## src/hw/rtl/phasor_frame_deframer_assert.svh

```systemverilog
// ----------------------------------------------------------------------------
// Assertion macros for the phasor frame deframer
// Clocked property checks with and without a reset qualifier.
// ----------------------------------------------------------------------------
`ifndef PHASOR_FRAME_DEFRAMER_ASSERT_SVH
`define PHASOR_FRAME_DEFRAMER_ASSERT_SVH

`ifndef SYNTHESIS

`define PFD_ASSERT(label, clk, rstn, prop, msg) \
    label: assert property (@(posedge clk) disable iff (!(rstn)) prop) else $error(msg);

`define PFD_ASSERT_ALWAYS(label, clk, prop, msg) \
    label: assert property (@(posedge clk) prop) else $error(msg);

`else

`define PFD_ASSERT(label, clk, rstn, prop, msg)

`define PFD_ASSERT_ALWAYS(label, clk, prop, msg)

`endif

`endif

```

## src/hw/rtl/pfd_pkg.sv

```systemverilog
// ----------------------------------------------------------------------------
// Phasor frame deframer package
// Frame layout constants, result kinds and the result record.
// ----------------------------------------------------------------------------
package pfd_pkg;

    localparam logic [15:0] SYNC_RESET     = 16'hAA11;
    localparam logic [15:0] HEADER_BYTES   = 16'd25;
    localparam logic [20:0] MIN_FRAME      = 21'd27;

    localparam logic [15:0] POS_SIZE_LO    = 16'd3;
    localparam logic [15:0] POS_ID_LO      = 16'd5;
    localparam logic [15:0] POS_SOC_LO     = 16'd9;
    localparam logic [15:0] POS_FRAC_LO    = 16'd13;
    localparam logic [15:0] POS_STATUS     = 16'd14;
    localparam logic [15:0] POS_FORMAT_LO  = 16'd16;
    localparam logic [15:0] POS_PHASORS_LO = 16'd18;
    localparam logic [15:0] POS_FREQS_LO   = 16'd20;

    localparam logic [2:0] KIND_PHASOR_A  = 3'd0;
    localparam logic [2:0] KIND_PHASOR_B  = 3'd1;
    localparam logic [2:0] KIND_FREQ      = 3'd2;
    localparam logic [2:0] KIND_FREQ_RATE = 3'd3;
    localparam logic [2:0] KIND_END       = 3'd4;
    localparam logic [2:0] KIND_REJECT    = 3'd5;

    localparam logic CAUSE_SHORT   = 1'b0;
    localparam logic CAUSE_OVERRUN = 1'b1;

    typedef struct packed {
        logic [2:0]  kind;
        logic [15:0] item_index;
        logic [31:0] word;
        logic [15:0] id_code;
        logic [31:0] soc;
        logic [31:0] fraction;
        logic [7:0]  status;
        logic [15:0] format_word;
        logic [15:0] phasor_count;
        logic [15:0] frequency_count;
        logic        checksum_ok;
        logic        reject_cause;
    } res_t;

endpackage

```

## src/hw/rtl/pfd_in_stage.sv

```systemverilog
// ----------------------------------------------------------------------------
// Input register
// Holds one received byte until the parser takes it.
// ----------------------------------------------------------------------------
module pfd_in_stage import pfd_pkg::*; (
    input  logic       aclk,
    input  logic       aresetn,
    input  logic       s_tvalid,
    output logic       s_tready,
    input  logic [7:0] s_tdata,
    input  logic       take,
    output logic       byte_valid,
    output logic [7:0] byte_data
);

    logic       valid_reg, valid_next;
    logic [7:0] data_reg;

    assign s_tready   = !valid_reg || take;
    assign valid_next = s_tready ? s_tvalid : valid_reg;
    assign byte_valid = valid_reg;
    assign byte_data  = data_reg;

    always_ff @(posedge aclk) begin
        if (!aresetn) begin
            valid_reg <= 1'b0;
        end else begin
            valid_reg <= valid_next;
        end
        if (s_tready && s_tvalid) begin
            data_reg <= s_tdata;
        end
    end

endmodule

```

## src/hw/rtl/pfd_parser.sv

```systemverilog
// ----------------------------------------------------------------------------
// Frame parser
// Sync hunt, header capture, payload word split and checksum, one byte a step.
// ----------------------------------------------------------------------------
module pfd_parser import pfd_pkg::*; (
    input  logic        aclk,
    input  logic        aresetn,
    input  logic        cfg_valid,
    input  logic [15:0] cfg_data,
    input  logic        step,
    input  logic [7:0]  byte_in,
    output logic        res_valid,
    output res_t        res
);

    typedef enum logic [1:0] {
        PH_HUNT_EMPTY,
        PH_HUNT,
        PH_FRAME
    } phase_t;

    phase_t      phase_reg, phase_next;
    logic [15:0] sync_reg;
    logic [15:0] recent_reg, recent_next;
    logic [15:0] pos_reg, pos_next;
    logic [15:0] size_reg, size_next;
    logic [15:0] sum_reg, sum_next;
    logic [31:0] shift_reg, shift_next;
    logic [15:0] id_reg, id_next;
    logic [31:0] soc_reg, soc_next;
    logic [31:0] frac_reg, frac_next;
    logic [7:0]  status_reg, status_next;
    logic [15:0] format_reg, format_next;
    logic [15:0] phasors_reg, phasors_next;
    logic [15:0] freqs_reg, freqs_next;
    logic [16:0] entry_reg, entry_next;
    logic [7:0]  ckhi_reg, ckhi_next;

    logic [16:0] pos_plus2;
    logic        in_body;
    logic [20:0] payload_end;
    logic [20:0] overrun_need;
    logic [16:0] two_p;
    logic [16:0] w_rest;
    logic [16:0] w_rate;
    logic        word_slot;
    logic [2:0]  kind;
    logic [15:0] item_index;
    logic [31:0] word_out;
    logic        ok;
    logic        cause;

    assign shift_next   = {shift_reg[23:0], byte_in};
    assign pos_plus2    = {1'b0, pos_reg} + 17'd2;
    assign in_body      = (pos_reg < 16'd4) || (pos_plus2 < {1'b0, size_reg});
    assign payload_end  = {5'd0, HEADER_BYTES}
                        + {1'b0, ({1'b0, phasors_reg} + {1'b0, freqs_reg}), 3'd0};
    assign overrun_need = MIN_FRAME
                        + {1'b0, ({1'b0, phasors_reg} + {1'b0, shift_next[15:0]}), 3'd0};
    assign two_p        = {phasors_reg, 1'b0};
    assign w_rest       = entry_reg - two_p;
    assign w_rate       = w_rest - {1'b0, freqs_reg};
    assign word_slot    = (pos_reg >= HEADER_BYTES) && ({5'd0, pos_reg} < payload_end)
                        && (pos_reg[1:0] == 2'd0);

    always_comb begin
        phase_next   = phase_reg;
        recent_next  = recent_reg;
        pos_next     = pos_reg;
        size_next    = size_reg;
        sum_next     = sum_reg;
        id_next      = id_reg;
        soc_next     = soc_reg;
        frac_next    = frac_reg;
        status_next  = status_reg;
        format_next  = format_reg;
        phasors_next = phasors_reg;
        freqs_next   = freqs_reg;
        entry_next   = entry_reg;
        ckhi_next    = ckhi_reg;
        res_valid    = 1'b0;
        kind         = KIND_END;
        item_index   = 16'd0;
        word_out     = 32'd0;
        ok           = 1'b0;
        cause        = CAUSE_SHORT;

        if (phase_reg != PH_FRAME) begin
            recent_next = {recent_reg[7:0], byte_in};
            if (phase_reg == PH_HUNT && recent_next == sync_reg) begin
                sum_next     = {8'd0, recent_reg[7:0]} + {8'd0, byte_in};
                pos_next     = 16'd2;
                size_next    = 16'd0;
                id_next      = 16'd0;
                soc_next     = 32'd0;
                frac_next    = 32'd0;
                status_next  = 8'd0;
                format_next  = 16'd0;
                phasors_next = 16'd0;
                freqs_next   = 16'd0;
                entry_next   = 17'd0;
                ckhi_next    = 8'd0;
                phase_next   = PH_FRAME;
            end else begin
                phase_next = PH_HUNT;
            end
        end else if (in_body) begin
            sum_next = sum_reg + {8'd0, byte_in};
            pos_next = pos_reg + 16'd1;
            unique case (pos_reg)
                POS_SIZE_LO: begin
                    size_next = shift_next[15:0];
                    if (shift_next[15:0] < MIN_FRAME[15:0]) begin
                        res_valid  = 1'b1;
                        kind       = KIND_REJECT;
                        cause      = CAUSE_SHORT;
                        phase_next = PH_HUNT_EMPTY;
                    end
                end
                POS_ID_LO:      id_next      = shift_next[15:0];
                POS_SOC_LO:     soc_next     = shift_next;
                POS_FRAC_LO:    frac_next    = shift_next;
                POS_STATUS:     status_next  = byte_in;
                POS_FORMAT_LO:  format_next  = shift_next[15:0];
                POS_PHASORS_LO: phasors_next = shift_next[15:0];
                POS_FREQS_LO: begin
                    freqs_next = shift_next[15:0];
                    if (overrun_need > {5'd0, size_reg}) begin
                        res_valid  = 1'b1;
                        kind       = KIND_REJECT;
                        cause      = CAUSE_OVERRUN;
                        phase_next = PH_HUNT_EMPTY;
                    end
                end
                default: begin
                    if (word_slot) begin
                        res_valid  = 1'b1;
                        word_out   = shift_next;
                        entry_next = entry_reg + 17'd1;
                        if (entry_reg < two_p) begin
                            kind       = entry_reg[0] ? KIND_PHASOR_B : KIND_PHASOR_A;
                            item_index = entry_reg[16:1];
                        end else if (w_rest < {1'b0, freqs_reg}) begin
                            kind       = KIND_FREQ;
                            item_index = w_rest[15:0];
                        end else begin
                            kind       = KIND_FREQ_RATE;
                            item_index = w_rate[15:0];
                        end
                    end
                end
            endcase
        end else if (pos_plus2 == {1'b0, size_reg}) begin
            ckhi_next = byte_in;
            pos_next  = pos_reg + 16'd1;
        end else begin
            res_valid  = 1'b1;
            kind       = KIND_END;
            ok         = ({ckhi_reg, byte_in} == sum_reg);
            phase_next = PH_HUNT_EMPTY;
        end
    end

    always_comb begin
        res.kind            = kind;
        res.item_index      = item_index;
        res.word            = word_out;
        res.id_code         = id_next;
        res.soc             = soc_next;
        res.fraction        = frac_next;
        res.status          = status_next;
        res.format_word     = format_next;
        res.phasor_count    = phasors_next;
        res.frequency_count = freqs_next;
        res.checksum_ok     = ok;
        res.reject_cause    = cause;
    end

    always_ff @(posedge aclk) begin
        if (!aresetn) begin
            sync_reg    <= SYNC_RESET;
            phase_reg   <= PH_HUNT_EMPTY;
            recent_reg  <= 16'd0;
            pos_reg     <= 16'd0;
            size_reg    <= 16'd0;
            sum_reg     <= 16'd0;
            shift_reg   <= 32'd0;
            id_reg      <= 16'd0;
            soc_reg     <= 32'd0;
            frac_reg    <= 32'd0;
            status_reg  <= 8'd0;
            format_reg  <= 16'd0;
            phasors_reg <= 16'd0;
            freqs_reg   <= 16'd0;
            entry_reg   <= 17'd0;
            ckhi_reg    <= 8'd0;
        end else begin
            if (cfg_valid) begin
                sync_reg <= cfg_data;
            end
            if (step) begin
                phase_reg   <= phase_next;
                recent_reg  <= recent_next;
                pos_reg     <= pos_next;
                size_reg    <= size_next;
                sum_reg     <= sum_next;
                shift_reg   <= (phase_reg == PH_FRAME) ? shift_next :
                               ((phase_next == PH_FRAME) ? 32'd0 : shift_reg);
                id_reg      <= id_next;
                soc_reg     <= soc_next;
                frac_reg    <= frac_next;
                status_reg  <= status_next;
                format_reg  <= format_next;
                phasors_reg <= phasors_next;
                freqs_reg   <= freqs_next;
                entry_reg   <= entry_next;
                ckhi_reg    <= ckhi_next;
            end
        end
    end

endmodule

```

## src/hw/rtl/phasor_frame_deframer.sv

```systemverilog
// ----------------------------------------------------------------------------
// Path: a byte accepted on s_ is held in the input register; the parser steps on it
// when the result register is empty or m_tready is high, and loads the result register.
// Throughput: one byte per cycle while m_tready does not stall the result register,
// set by the single parser pass between the input register and the result register.
// Reset: synchronous aresetn clears all parser state, empties both registers
// and returns the sync pattern to 0xAA11.
// ----------------------------------------------------------------------------
// Phasor frame deframer
// Byte stream in, payload words and frame summaries out.
// ----------------------------------------------------------------------------
`include "phasor_frame_deframer_assert.svh"

module phasor_frame_deframer import pfd_pkg::*; (
    input  logic         aclk,
    input  logic         aresetn,
    input  logic         cfg_valid,
    output logic         cfg_ready,
    input  logic [15:0]  cfg_data,
    input  logic         s_tvalid,
    output logic         s_tready,
    input  logic [7:0]   s_tdata,   // data_byte
    output logic         m_tvalid,
    input  logic         m_tready,
    output logic [191:0] m_tdata,   // item_index, word, id_code, soc, fraction, status,
                                    // format_word, phasor_count, frequency_count,
                                    // checksum_ok, reject_cause, zero fill
    output logic [2:0]   m_tuser    // kind
);

    logic       byte_valid;
    logic [7:0] byte_data;
    logic       take;
    logic       res_valid;
    res_t       res;

    logic       out_valid_reg, out_valid_next;
    res_t       out_res_reg;

    assign cfg_ready = 1'b1;
    assign take      = byte_valid && (!out_valid_reg || m_tready);

    pfd_in_stage u_in (
        .aclk       (aclk),
        .aresetn    (aresetn),
        .s_tvalid   (s_tvalid),
        .s_tready   (s_tready),
        .s_tdata    (s_tdata),
        .take       (take),
        .byte_valid (byte_valid),
        .byte_data  (byte_data)
    );

    pfd_parser u_parser (
        .aclk      (aclk),
        .aresetn   (aresetn),
        .cfg_valid (cfg_valid),
        .cfg_data  (cfg_data),
        .step      (take),
        .byte_in   (byte_data),
        .res_valid (res_valid),
        .res       (res)
    );

    always_comb begin
        out_valid_next = out_valid_reg;
        if (take) begin
            out_valid_next = res_valid;
        end else if (m_tready) begin
            out_valid_next = 1'b0;
        end
    end

    always_ff @(posedge aclk) begin
        if (!aresetn) begin
            out_valid_reg <= 1'b0;
        end else begin
            out_valid_reg <= out_valid_next;
        end
        if (take && res_valid) begin
            out_res_reg <= res;
        end
    end

    assign m_tvalid = out_valid_reg;
    assign m_tuser  = out_res_reg.kind;
    assign m_tdata  = {6'd0,
                       out_res_reg.reject_cause,
                       out_res_reg.checksum_ok,
                       out_res_reg.frequency_count,
                       out_res_reg.phasor_count,
                       out_res_reg.format_word,
                       out_res_reg.status,
                       out_res_reg.fraction,
                       out_res_reg.soc,
                       out_res_reg.id_code,
                       out_res_reg.word,
                       out_res_reg.item_index};

    `PFD_ASSERT(a_byte_held, aclk, aresetn,
        (byte_valid && !take) |=> byte_valid, "input byte dropped")
    `PFD_ASSERT(a_ok_only_end, aclk, aresetn,
        (m_tvalid && m_tuser != KIND_END) |-> !m_tdata[184], "checksum flag outside frame end")
    `PFD_ASSERT(a_cause_only_reject, aclk, aresetn,
        (m_tvalid && m_tuser != KIND_REJECT) |-> !m_tdata[185], "reject cause outside reject")
    `PFD_ASSERT(a_no_take_when_full, aclk, aresetn,
        (out_valid_reg && !m_tready) |-> !take, "parser stepped into a full result register")

endmodule
```

## config.mk

```make
export PLATFORM = sky130hd
export DESIGN_NAME = phasor_frame_deframer
export DESIGN_NICKNAME = d
export VERILOG_FILES = /design/src/hw/rtl/pfd_pkg.sv /design/src/hw/rtl/pfd_in_stage.sv /design/src/hw/rtl/pfd_parser.sv /design/src/hw/rtl/phasor_frame_deframer.sv
export VERILOG_INCLUDE_DIRS = /design/src /design/src/hw/rtl
export SDC_FILE = /design/constraint.sdc
export NUM_CORES = 1
export LEC_CHECK = 0
export ABC_AREA = 1
export ABC_CLOCK_PERIOD_IN_PS = 20200
export BUFFER_PORTS_ARGS = -buffer_cell sky130_fd_sc_hd__clkbuf_2
export CAP_MARGIN = 20
export CORE_MARGIN = 3
export CORE_UTILIZATION = 51
export DETAILED_ROUTE_END_ITERATION = 7
export HOLD_SLACK_MARGIN = 0.02
export MAX_ROUTING_LAYER = met4
export PLACE_DENSITY = 0.7
export SYNTH_ARGS = -nofsm -noshare
export SYNTH_HDL_FRONTEND = slang
export SYNTH_SLANG_ARGS = --single-unit
```

## constraint.sdc

```tcl
create_clock -name aclk -period 20.2 [get_ports aclk]
set_input_delay 4.04 -clock aclk [delete_from_list [all_inputs] [get_ports aclk]]
set_output_delay 4.04 -clock aclk [all_outputs]
set_load 0.05 [all_outputs]
```

* After elaboration in Yosys (flattened, before gate mapping) *
Cells that the tools add are included.

storage, ports and cells
  flip-flop bits (word level) = 458
  bits of input ports = 29
  output and inout bits = 198
  logic and storage cells = 178

operators by class
  add/sub/neg operators = 11
  magnitude comparators = 8
  eq/ne operators = 18
  mux-type cells = 75
  bitwise gates (word level) = 3
  reductions and logical operators = 32

operator list
  operator                                                      count
  2-to-1 mux 16 bit                                             29
  2-to-1 mux 32 bit                                             8
  2-to-1 mux 17 bit                                             5
  2-to-1 mux 8 bit                                              8
  == test 16 x 4 -> 1 bit (second input constant)               3
  == test 16 x 5 -> 1 bit (second input constant)               3
  2-to-1 mux 24 bit                                             2
  adder 5 x 20 -> 21 bit (first input constant)                 2
  adder 16 x 16 -> 17 bit                                       2
  less-than comparator 17 x 16 -> 1 bit                         2
  == test 16 bit                                                2
  greater-than comparator 21 x 16 -> 1 bit                      1
  less-than comparator 16 x 21 -> 1 bit                         1
  adder 16 x 2 -> 17 bit (second input constant)                1
  adder 17 x 1 -> 17 bit (second input constant)                1
  == test 17 x 16 -> 1 bit                                      1
  less-than comparator 17 bit                                   1
  subtractor 17 bit                                             1
  adder 16 x 1 -> 16 bit (second input constant)                1
  adder 16 x 8 -> 16 bit                                        1
  == test 16 x 2 -> 1 bit (second input constant)               1
  == test 16 x 3 -> 1 bit (second input constant)               1
  >= comparator 16 x 5 -> 1 bit (second input constant)         1
  less-than comparator 16 x 3 -> 1 bit (second input constant)  1
  other kinds (29)                                              68

* Longest topological paths before layout *
Gate-level depths: netlist of run 1.

  depth in word-level cells = 10
  depth in mapped cells = 32
  mapped depth without buffers = 32

* Hierarchy *
A second synthesis of run 1 with hierarchy kept.

second synthesis, totals
  cell total of the unflattened synthesis = 3334
  area total of the unflattened synthesis = 25978.7 um^2

by module, submodules not included
  module                 times used  cells each  area an instance (um^2)
  pfd_parser             1           3110        19886.6
  phasor_frame_deframer  1           209         5800.6
  pfd_in_stage           1           15          291.5

* Least setup slack after synthesis of run 1 *
Ideal clock, no wire load.

  path kind = in2reg
  start point = in m_tready
  end point = reg out_res_reg (netlist bit m_tdata[0]), enable pin
  library setup time = 0.542 ns
  arrival = 8.085 ns
  required time = 19.658 ns
  path slack = 11.573 ns
  stages = 6
  buffers on the path = 0
  cells stage by stage = inv_1 nand2_1 nand2_1 inv_2 nand2_1 inv_1

on the way
  word-level cells in the longest chain between the ends = 3

RTL lines
  what                    line                         source
  start: declaration      phasor_frame_deframer.sv:24  input logic m_tready,
  logical OR 1 bit        phasor_frame_deframer.sv:41  assign take = byte_valid && (!out_valid_reg || m_tready);
  logical AND 1 bit       phasor_frame_deframer.sv:41
  logical AND 1 bit       phasor_frame_deframer.sv:80  if (take && res_valid) begin
  end signal: assignment  phasor_frame_deframer.sv:81  out_res_reg <= res;
  end: declaration        phasor_frame_deframer.sv:38  res_t out_res_reg;

Every way passes these cells.
A chain may end at the register's enable or synchronous reset.

* Final worst setup path of run 1 *
  start point = in m_tready
  end point = out s_tready

on the way
  word-level cells in the longest chain between the ends = 3

RTL lines
  what               line                         source
  logical OR 1 bit   phasor_frame_deframer.sv:41
  logical AND 1 bit  phasor_frame_deframer.sv:41
  logical OR 1 bit   pfd_in_stage.sv:19           assign s_tready = !valid_reg || take;
  end: declaration   phasor_frame_deframer.sv:21  output logic s_tready,

Every way passes these cells.

==> results of run 1 <==
layer usage:
layer / wire length, um / share of wire
met5: 0 / 0
met3: 6020 / 0.078
met4: 2400 / 0.031
met2: 33600 / 0.44
met1: 34900 / 0.45
final cells by class:
cell class,instances,share of cell area
well taps,615,0.0274
flip-flops and latches,458,0.397
clock buffers,65,0.0466
multi-input cells,2042,0.409
inverters,431,0.0580
clock inverters,26,0.00986
repair buffers,254,0.0513
cell families after synthesis:
family,Yosys count,share of synthesized area
fa+ha+maj,138,0.0714
xor+xnor,90,0.0318
mux,1,0.000454
flops,458,0.449
compound gates,900,0.198
other cells,2,0.000303
simple gates,906,0.159
buf+inv,578,0.0899
worst paths after layout:
check | from | end | cells past startpoint
max | m_tready | s_tready | 4
min reg2reg | u_parser.ckhi_reg[4]$_SDFFE_PN0P_ | u_parser.ckhi_reg[4]$_SDFFE_PN0P_ | 2
max reg2reg | u_parser.phasors_reg[0]$_SDFFE_PN0P_ | m_tdata[61]$_DFFE_PP_ | 35
min | u_parser.ckhi_reg[4]$_SDFFE_PN0P_ | u_parser.ckhi_reg[4]$_SDFFE_PN0P_ | 2
worst reg2reg max path, delay by kind of cell, from the launching register on:
kind | cells | cell delay, ps
flops | 1 | 470
buf+inv | 8 | 2450
xor+xnor | 1 | 180
fa+ha+maj | 3 | 910
compound gates | 2 | 130
simple gates | 21 | 2310
stage by stage:
stage	power, mW	std cells
detailed placement	1.11	3796
global route	2.05	3891
CTS	1.99	3887
global placement	1.11	3795
floorplan	1.07	3078
finish	1.98	3891
synthesized netlist by cell type (5+ instances only):
cell type / count
xnor2_1: 22
nand2_1: 405
a21o_1: 7
a21oi_1: 295
edfxtp_1: 197
nor3_1: 35
o32ai_1: 26
inv_2: 9
a221oi_1: 7
a211oi_1: 5
nand4_1: 34
buf_1: 21
ha_1: 132
fa_1: 6
nand3b_1: 9
nand2_2: 7
buf_4: 9
nand3_1: 122
nor2_1: 244
o22ai_1: 116
o21ai_0: 394
inv_1: 419
dfxtp_1: 261
a22oi_1: 8
o211ai_1: 6
xor2_1: 68
nor4_1: 19
buf_2: 12
clkbuf_1: 102
o21bai_1: 10
nand3_2: 8
a31oi_1: 12
power by group:
part / internal, mW / leakage (nW) / switching (mW)
Clock: 0.500 / 0.760 / 0.388
Sequential: 0.965 / 4.04 / 0.00740
Combinational: 0.0307 / 6.63 / 0.0911
Total: 1.50 / 11.4 / 0.487
==> flow_metrics.env, run 1 <==
export IMPL_clockBufferDepth=3
export IMPL_crit_buf_inv=3
export IMPL_grt_pass1_vias=20600
export IMPL_vdd_drop_max_mv=0.0539
export IMPL_synthArstFlopShare=0
export IMPL_ios=227
export IMPL_coreArea_sq_mm=0.0478
export IMPL_status="finished, final reports clean"
export IMPL_cp_max_fo=3
export IMPL_final_nets=3403
export IMPL_multi_input_area_sq_mm=0.0115
export IMPL_dpl_cell_area_sq_mm=0.0264
export IMPL_period_minus_slack_ps=8610
export IMPL_hold_buffers=0
export IMPL_rows=80
export IMPL_setup_viol_count_final=0
export IMPL_cts_tree="built"
export IMPL_yosys_top_cells_area="edfxtp_1, dfxtp_1, o21ai_0, ha_1, inv_1"
export IMPL_hold_viol_final=0
export IMPL_gr_usage_all_layers=0.301
export IMPL_cap_violations=0
export IMPL_root_buffer="clkbuf_16"
export IMPL_required_ps=16160
export IMPL_synth_largest_area_cell="edfxtp_1"
export IMPL_period_share=0.426
export IMPL_ys_seq_elements=458
export IMPL_syn_area_sq_mm=0.0248
export IMPL_use_met1=0.428
export IMPL_route_vias_total=22500
export IMPL_grtUsageMet3=0.0403
export IMPL_synth_edf_count=197
export IMPL_drt_total_wl_um=77000
export IMPL_dp_hpwl_um=53900
export IMPL_final_core_util=0.586
export IMPL_crit_type="in2out"
export IMPL_post_drt_wl_per_cell_um=19.8
export IMPL_post_cts_buffers=0
export IMPL_leakage_nw=11.4
export IMPL_r2r_setup_slack_ps=13350
export IMPL_yosys_most_used_dff="dfxtp_1"
export IMPL_synth_top_cell_area_share=0.238
export IMPL_yosysWarnings=0
export IMPL_gp_congestion=0.966
export IMPL_final_common_cell="inv_1"
export IMPL_nFillCells=4345
export IMPL_slew_headroom=0.251
export IMPL_rsz0062_at_grt="no"
export IMPL_final_max_slew_viol_count=0
export IMPL_drt_pass1_iterations=6
export IMPL_syn2layout_area_growth_pct=13.0
export IMPL_start_kind="primary input"
export IMPL_crit_slowest_cell="clkbuf_2"
export IMPL_skew_ps=37.7
export IMPL_grt_max_degree=86
export IMPL_regArea_sq_mm=0.0111
export IMPL_port_buffers=219
export IMPL_ant_nets=0
export IMPL_cts_htree_levels=2
export IMPL_syn_area_per_cell_sq_um=8.07
export IMPL_cts_clk_slew_worst_paths_ps=60
export IMPL_tns_ps=0
export IMPL_grt_pass1_wl_um=117000
export IMPL_clk_latency_ps=620
export IMPL_die_h_um=227
export IMPL_viasPerCell=5.78
export IMPL_dieArea_sq_mm=0.0513
export IMPL_cts_resized=0
export IMPL_path_cells="clkbuf_2 > inv_1 > nand3_1 > clkbuf_2"
export IMPL_hold_path_class="reg2reg"
export IMPL_cpMostUsedCell="clkbuf_2"
export IMPL_worst_slack_ps=11590
export IMPL_synthDistinctLibCells=55
export IMPL_grt_util_met2=0.450
export IMPL_cts_sinks=458
export IMPL_critPathCaptureType="output pin"
export IMPL_critPathArrivalTime_ps=4570
export IMPL_largest_reg_flops=186
export IMPL_cp_slowest_stage_delay_ps=290
export IMPL_powerDensity_mw_per_mm2=70.7
export IMPL_layout_drive_gt1_share=0.113
export IMPL_dp_slack_ps=11590
export IMPL_seq_area_frac_synth=0.449
export IMPL_max_freq_ghz=0.116
export IMPL_layout_common_cells="inv_1, nand2_1, o21ai_0"
export IMPL_path_delay_family="buffers and inverters"
export IMPL_drt_initial_drc_count=2744
export IMPL_numCtsBuffers=49
export IMPL_gr_max_usage_layer="met2"
export IMPL_drcViolationCount=0
export IMPL_overflow=0
export IMPL_whs_ps=479
export IMPL_final_cell_area_sq_mm=0.0280
export IMPL_antenna_found_initial=3
export IMPL_syn_instance_count=3073
export IMPL_n_antenna_cell=0
export IMPL_die_w_um=227
export IMPL_start_util=0.518
export IMPL_tightest_slew_ps=1120
No activity file was read; power rests on OpenSTA's default activity.
==> inputs of run 2 (changes only) <==
--- a/config.mk
+++ b/config.mk
@@ -7,7 +7,7 @@
 export NUM_CORES = 1
 export LEC_CHECK = 0
 export ABC_AREA = 1
-export ABC_CLOCK_PERIOD_IN_PS = 20200
+export ABC_CLOCK_PERIOD_IN_PS = 9000
 export BUFFER_PORTS_ARGS = -buffer_cell sky130_fd_sc_hd__clkbuf_2
 export CAP_MARGIN = 20
 export CORE_MARGIN = 3
==> constraint.sdc (replaced) <==
create_clock -name aclk -period 9 [get_ports aclk]
set_input_delay 1.8 -clock aclk [delete_from_list [all_inputs] [get_ports aclk]]
set_output_delay 1.8 -clock aclk [all_outputs]
set_load 0.05 [all_outputs]
==> run 2 against run 1 <==
Cell count down 0.23%. Combinational power grew 120%. Flip-flop and latch count is the same. Register-to-register slack lost 10000 ps. Via count down 0.60%. Highest routed layer unchanged.
==> flow_metrics.env, run 2 (synthesis results as in run 1) <==
export IMPL_hold_viol_final=0
export IMPL_crit_slowest_cell="edfxtp_1"
export IMPL_port_buffers=219
export IMPL_clockBufferDepth=3
export IMPL_setup_viol_count_final=0
export IMPL_period_share=0.678
export IMPL_gp_congestion=0.949
export IMPL_start_kind="register"
export IMPL_power_net_switching_mw=1.07
export IMPL_rows=80
export IMPL_whs_path_depth=2
export IMPL_switching_share=0.242
export IMPL_whs_ps=475
export IMPL_clock_power_share=0.446
export IMPL_antenna_found_initial=4
export IMPL_post_cts_buffers=0
export IMPL_die_h_um=227
export IMPL_rr_worst_depth=28
export IMPL_cts_htree_levels=2
export IMPL_status="finished, final reports clean"
export IMPL_root_buffer="clkbuf_16"
export IMPL_overflow=0
export IMPL_powerDensity_mw_per_mm2=159
export IMPL_clk_latency_ps=620
export IMPL_layout_common_cells="inv_1, nand2_1, o21ai_0"
export IMPL_cap_violations=0
export IMPL_viasPerCell=5.76
export IMPL_drt_total_wl_um=77300
export IMPL_dp_hpwl_um=54800
export IMPL_die_w_um=227
export IMPL_cts_tree="built"
export IMPL_cp_max_fo=122
export IMPL_final_cell_area_sq_mm=0.0279
export IMPL_drcViolationCount=0
export IMPL_cts_sinks=458
export IMPL_tns_ps=0
export IMPL_required_ps=9220
export IMPL_coreArea_sq_mm=0.0478
export IMPL_numCtsBuffers=48
export IMPL_crit_type="reg2reg"
export IMPL_layout_drive_gt1_share=0.112
export IMPL_grt_pass1_wl_um=118000
export IMPL_skew_ps=39.0
export IMPL_intPower_mw=3.35
export IMPL_tightest_slew_ps=1070
export IMPL_hold_buffers=0
export IMPL_worst_slack_ps=2900
export IMPL_cts_resized=0
export IMPL_gr_usage_all_layers=0.303
export IMPL_vdd_drop_max_mv=0.130
export IMPL_period_minus_slack_ps=6100
export IMPL_seqPwrFrac=0.494
export IMPL_post_drt_wl_per_cell_um=19.9
export IMPL_hold_path_class="reg2reg"
export IMPL_drt_pass1_iterations=5
export IMPL_critPathCaptureType="register"
export IMPL_rsz0062_at_grt="no"
export IMPL_critPathArrivalTime_ps=6310
export IMPL_max_freq_ghz=0.164
export IMPL_drt_initial_drc_count=2266
export IMPL_start_util=0.518
export IMPL_ios=227
export IMPL_nFillCells=4315
export IMPL_grt_pass1_vias=20700
export IMPL_largest_reg_flops=186
export IMPL_cpMostUsedCell="nand2_1"
export IMPL_slew_headroom=0.290
export IMPL_grt_max_degree=123
export IMPL_finalPower_mw=4.43
export IMPL_cts_clk_slew_worst_paths_ps=60
export IMPL_dpl_cell_area_sq_mm=0.0263
export IMPL_dieArea_sq_mm=0.0513
export IMPL_final_common_cell="inv_1"
export IMPL_dp_slack_ps=3030
export IMPL_syn2layout_area_growth_pct=12.5
export IMPL_final_nets=3394
export IMPL_leakage_nw=11.4
export IMPL_cp_slowest_stage_delay_ps=760
export IMPL_pwr_share_comb=0.060
export IMPL_route_vias_total=22400
export IMPL_ant_nets=0
export IMPL_final_max_slew_viol_count=0
==> run 2: changes by cell type in the layout (fill, tap and decap cells not counted), moves of 2 or more <==
| cell | delta |
|---|---|
| clkinv_2 | +2 |
| buf_16 | -3 |
| buf_4 | -6 |
| clkbuf_1 | -3 |
==> run 2: final timing paths <==
kind                                     startpoint                                end  slack, ps
setup / recovery        u_in.byte_data[1]$_DFFE_PP_              m_tdata[54]$_DFFE_PP_       2900
hold / removal    u_parser.ckhi_reg[6]$_SDFFE_PN0P_  u_parser.ckhi_reg[6]$_SDFFE_PN0P_        480
setup reg to reg        u_in.byte_data[1]$_DFFE_PP_              m_tdata[54]$_DFFE_PP_       2900
hold reg to reg   u_parser.ckhi_reg[6]$_SDFFE_PN0P_  u_parser.ckhi_reg[6]$_SDFFE_PN0P_        480
==> run 2: worst max-delay path, delay by kind of cell (launching register included) <==
family / cells / cell delay [ps]
compound gates: 1 / 220
flops: 1 / 760
buf+inv: 4 / 1480
simple gates: 19 / 1830
fa+ha+maj: 2 / 830
xor+xnor: 2 / 390
==> run 2: power by group through the flow <==
stage	Clock (mW)	Sequential, mW	Combinational (mW)
final	1.97	2.19	0.266
after global routing	2.09	2.19	0.292
after CTS	2.00	2.18	0.262
after detailed placement	0	2.23	0.260
after global placement	0	2.23	0.257
after floorplan	0	2.22	0.180
==> run 2: final cells by class <==
type                    count  area, sq um  area share
clock buffers              63         1310      0.0470
well taps                 615          769      0.0276
clock inverters            26          248     0.00888
multi-input cells        2042        11500       0.411
diodes                      1         2.50   0.0000897
repair buffers            246         1320      0.0474
inverters                 431         1630      0.0583
flip-flops and latches    458        11100       0.399
==> run 2: routing by layer <==
metal	routed length (um)	vias up	GRT usage
met5	0	-	-
met4	1800	0	0.0760
met3	5880	134	0.0492
met2	34600	835	0.462
met1	35000	10600	0.422
li1	-	10800	-
==> run 2: metrics by stage <==
step | util | instances
floorplan | - | 3078
detailed placement | 0.550 | 3790
CTS | 0.582 | 3879
finish | 0.583 | 3882
global placement | 0.550 | 3790
global route | 0.583 | 3882
==> inputs of run 3 (changes only) <==
--- a/config.mk
+++ b/config.mk
@@ -7,7 +7,7 @@
 export NUM_CORES = 1
 export LEC_CHECK = 0
 export ABC_AREA = 1
-export ABC_CLOCK_PERIOD_IN_PS = 9000
+export ABC_CLOCK_PERIOD_IN_PS = 5200
 export BUFFER_PORTS_ARGS = -buffer_cell sky130_fd_sc_hd__clkbuf_2
 export CAP_MARGIN = 20
 export CORE_MARGIN = 3
@@ -15,7 +15,7 @@
 export DETAILED_ROUTE_END_ITERATION = 7
 export HOLD_SLACK_MARGIN = 0.02
 export MAX_ROUTING_LAYER = met4
-export PLACE_DENSITY = 0.7
+export PLACE_DENSITY = 0.73
 export SYNTH_ARGS = -nofsm -noshare
 export SYNTH_HDL_FRONTEND = slang
 export SYNTH_SLANG_ARGS = --single-unit
==> constraint.sdc (replaced) <==
create_clock -name aclk -period 5.2 [get_ports aclk]
set_input_delay 1.04 -clock aclk [delete_from_list [all_inputs] [get_ports aclk]]
set_output_delay 1.04 -clock aclk [all_outputs]
set_load 0.05 [all_outputs]
==> run 3 against run 2 <==
Clock skew decreased by 6.5 ps. Sequential share of layout area is 0.64 points lower. Non-clock buffer count is 37 higher. Critical path depth increased by 4. Total power increased by 77%. Routed wire length grew 3.6%. Register-to-register slack got worse by 2500 ps. Worst setup slack got worse by 2500 ps. Critical endpoint is now m_tdata[1]$_SDFFCE_PP0P_. Global-route usage grew 0.99 points.
==> flow_metrics.env, run 3 (synthesis results as in run 1) <==
export IMPL_power_net_switching_mw=1.93
export IMPL_n_antenna_cell=0
export IMPL_cp_slowest_stage_delay_ps=430
export IMPL_slew_headroom=0.189
export IMPL_dieArea_sq_mm=0.0513
export IMPL_numCtsBuffers=49
export IMPL_whs_ps=477
export IMPL_ios=227
export IMPL_layout_common_cells="inv_1, nand2_1, o21ai_0"
export IMPL_powerDensity_mw_per_mm2=277
export IMPL_dp_hpwl_um=57100
export IMPL_ant_nets=0
export IMPL_final_max_slew_viol_count=0
export IMPL_rows=80
export IMPL_cts_tree="built"
export IMPL_start_kind="register"
export IMPL_largest_reg_flops=186
export IMPL_cap_violations=0
export IMPL_r2r_start="u_parser.phasors_reg[0]$_SDFFE_PN0P_"
export IMPL_crit_type="reg2reg"
export IMPL_cpMostUsedCell="nand2_1"
export IMPL_multi_input_area_sq_mm=0.0115
export IMPL_drt_initial_drc_count=2677
export IMPL_root_buffer="clkbuf_16"
export IMPL_vdd_drop_max_mv=0.214
export IMPL_syn2layout_area_growth_pct=14.3
export IMPL_critPathArrivalTime_ps=5140
export IMPL_nFillCells=4251
export IMPL_cp_max_fo=41
export IMPL_critPathCaptureType="register"
export IMPL_required_ps=5540
export IMPL_grt_pass1_vias=21100
export IMPL_tightest_slew_ps=1210
export IMPL_seqPwrFrac=0.481
export IMPL_pwr_share_comb=0.062
export IMPL_grt_max_degree=83
export IMPL_clk_latency_ps=620
export IMPL_layout_drive_gt1_share=0.129
export IMPL_start_util=0.518
export IMPL_drcViolationCount=0
export IMPL_drt_total_wl_um=80100
export IMPL_startpoint="u_parser.phasors_reg[0]$_SDFFE_PN0P_"
export IMPL_crit_slowest_cell="dfxtp_1"
export IMPL_die_w_um=227
export IMPL_grt_pass1_wl_um=121000
export IMPL_antenna_found_initial=1
export IMPL_gp_congestion=0.949
export IMPL_switching_share=0.246
export IMPL_tns_ps=0
export IMPL_clock_power_share=0.457
export IMPL_gr_usage_all_layers=0.313
export IMPL_final_common_cell="inv_1"
export IMPL_drt_pass1_iterations=8
export IMPL_status="finished, final reports clean"
export IMPL_crit_buf_inv=5
export IMPL_leakage_nw=11.6
export IMPL_viasPerCell=5.83
export IMPL_hold_viol_final=0
export IMPL_max_freq_ghz=0.208
export IMPL_cts_htree_levels=2
export IMPL_hold_buffers=0
export IMPL_clockBufferDepth=3
export IMPL_path_delay_family="simple AND/OR/NAND/NOR gates"
export IMPL_route_vias_total=22900
export IMPL_period_share=0.923
export IMPL_post_drt_wl_per_cell_um=20.4
export IMPL_final_core_util=0.593
export IMPL_cts_sinks=458
export IMPL_die_h_um=227
export IMPL_hp_start="u_parser.sync_reg[11]$_SDFFE_PN1P_"
export IMPL_setup_viol_count_final=0
export IMPL_final_nets=3432
export IMPL_port_buffers=219
export IMPL_hold_path_class="reg2reg"
export IMPL_intPower_mw=5.92
export IMPL_skew_ps=32.6
export IMPL_regArea_sq_mm=0.0111
export IMPL_overflow=0
export IMPL_cts_clk_slew_worst_paths_ps=60
export IMPL_period_minus_slack_ps=4800
export IMPL_coreArea_sq_mm=0.0478
-- run 3: changes by cell type in the layout (fill, tap and decap cells not counted), moves of 4 or more --
cell / change
nor2_2: +4
clkinv_2: +4
nor2_1: -4
clkbuf_1: -5
buf_4: +34
buf_12: +4
-- run 3: metal layers --
layer  track usage  vias to the layer above  share of wire
met5             -                        -              0
met4        0.0911                        0          0.030
met3        0.0461                      135          0.090
met2         0.460                     1086           0.43
met1         0.449                    10800           0.45
li1              -                    10900              -
-- run 3: final cells by class --
type,instances,area share
tap,615,0.0271
multi-input combinational,2042,0.406
inverter,431,0.0575
clock inverter,31,0.0111
timing repair buffer,283,0.0581
sequential,458,0.393
clock buffer,61,0.0470
-- run 3: worst register-to-register path: cells and delay by family (launching register included) --
kind / cells / cell delay (ps)
buffers and inverters: 5 / 700
DFF: 1 / 430
and+or+nand+nor: 20 / 2000
xor gates and xnor gates: 1 / 120
AOI/OAI and AO/OA: 3 / 370
adders and majority gates: 3 / 900
-- run 3: power groups by stage --
stage | Combinational [mW] | Clock, mW | Sequential, mW
detailed placement | 0.478 | 0 | 3.85
floorplan | 0.315 | 0 | 3.84
CTS | 0.481 | 3.61 | 3.77
global route | 0.533 | 3.75 | 3.78
finish | 0.489 | 3.59 | 3.78
global placement | 0.472 | 0 | 3.85
-- run 3: metrics by stage --
step / instance area [sq um] / setup WS [ps] / cells / power, mW
2_1_floorplan: 24900 / -1360 / 3078 / 4.16
3_3_place_gp: 26700 / 345 / 3829 / 4.32
3_5_place_dp: 26700 / 233 / 3829 / 4.33
4_1_cts: 28300 / 195 / 3921 / 7.87
5_1_grt: 28400 / -20.2 / 3921 / 8.06
6_report: 28400 / 400 / 3921 / 7.85
-- run 3: final timing paths --
check | end | slack (ps) | cells after the start
max | m_tdata[1]$_SDFFCE_PP0P_ | 400 | 32
min | u_parser.sync_reg[11]$_SDFFE_PN1P_ | 480 | 2
max reg2reg | m_tdata[1]$_SDFFCE_PP0P_ | 400 | 32
min reg2reg | u_parser.sync_reg[11]$_SDFFE_PN1P_ | 480 | 2
-- run 3: timing repair --
item | in CTS | in global routing
setup endpoints to repair | 0 | 71
buffers inserted | 0 | 0
resized for setup | 0 | 8
endpoints found under the hold margin | 0 | 0
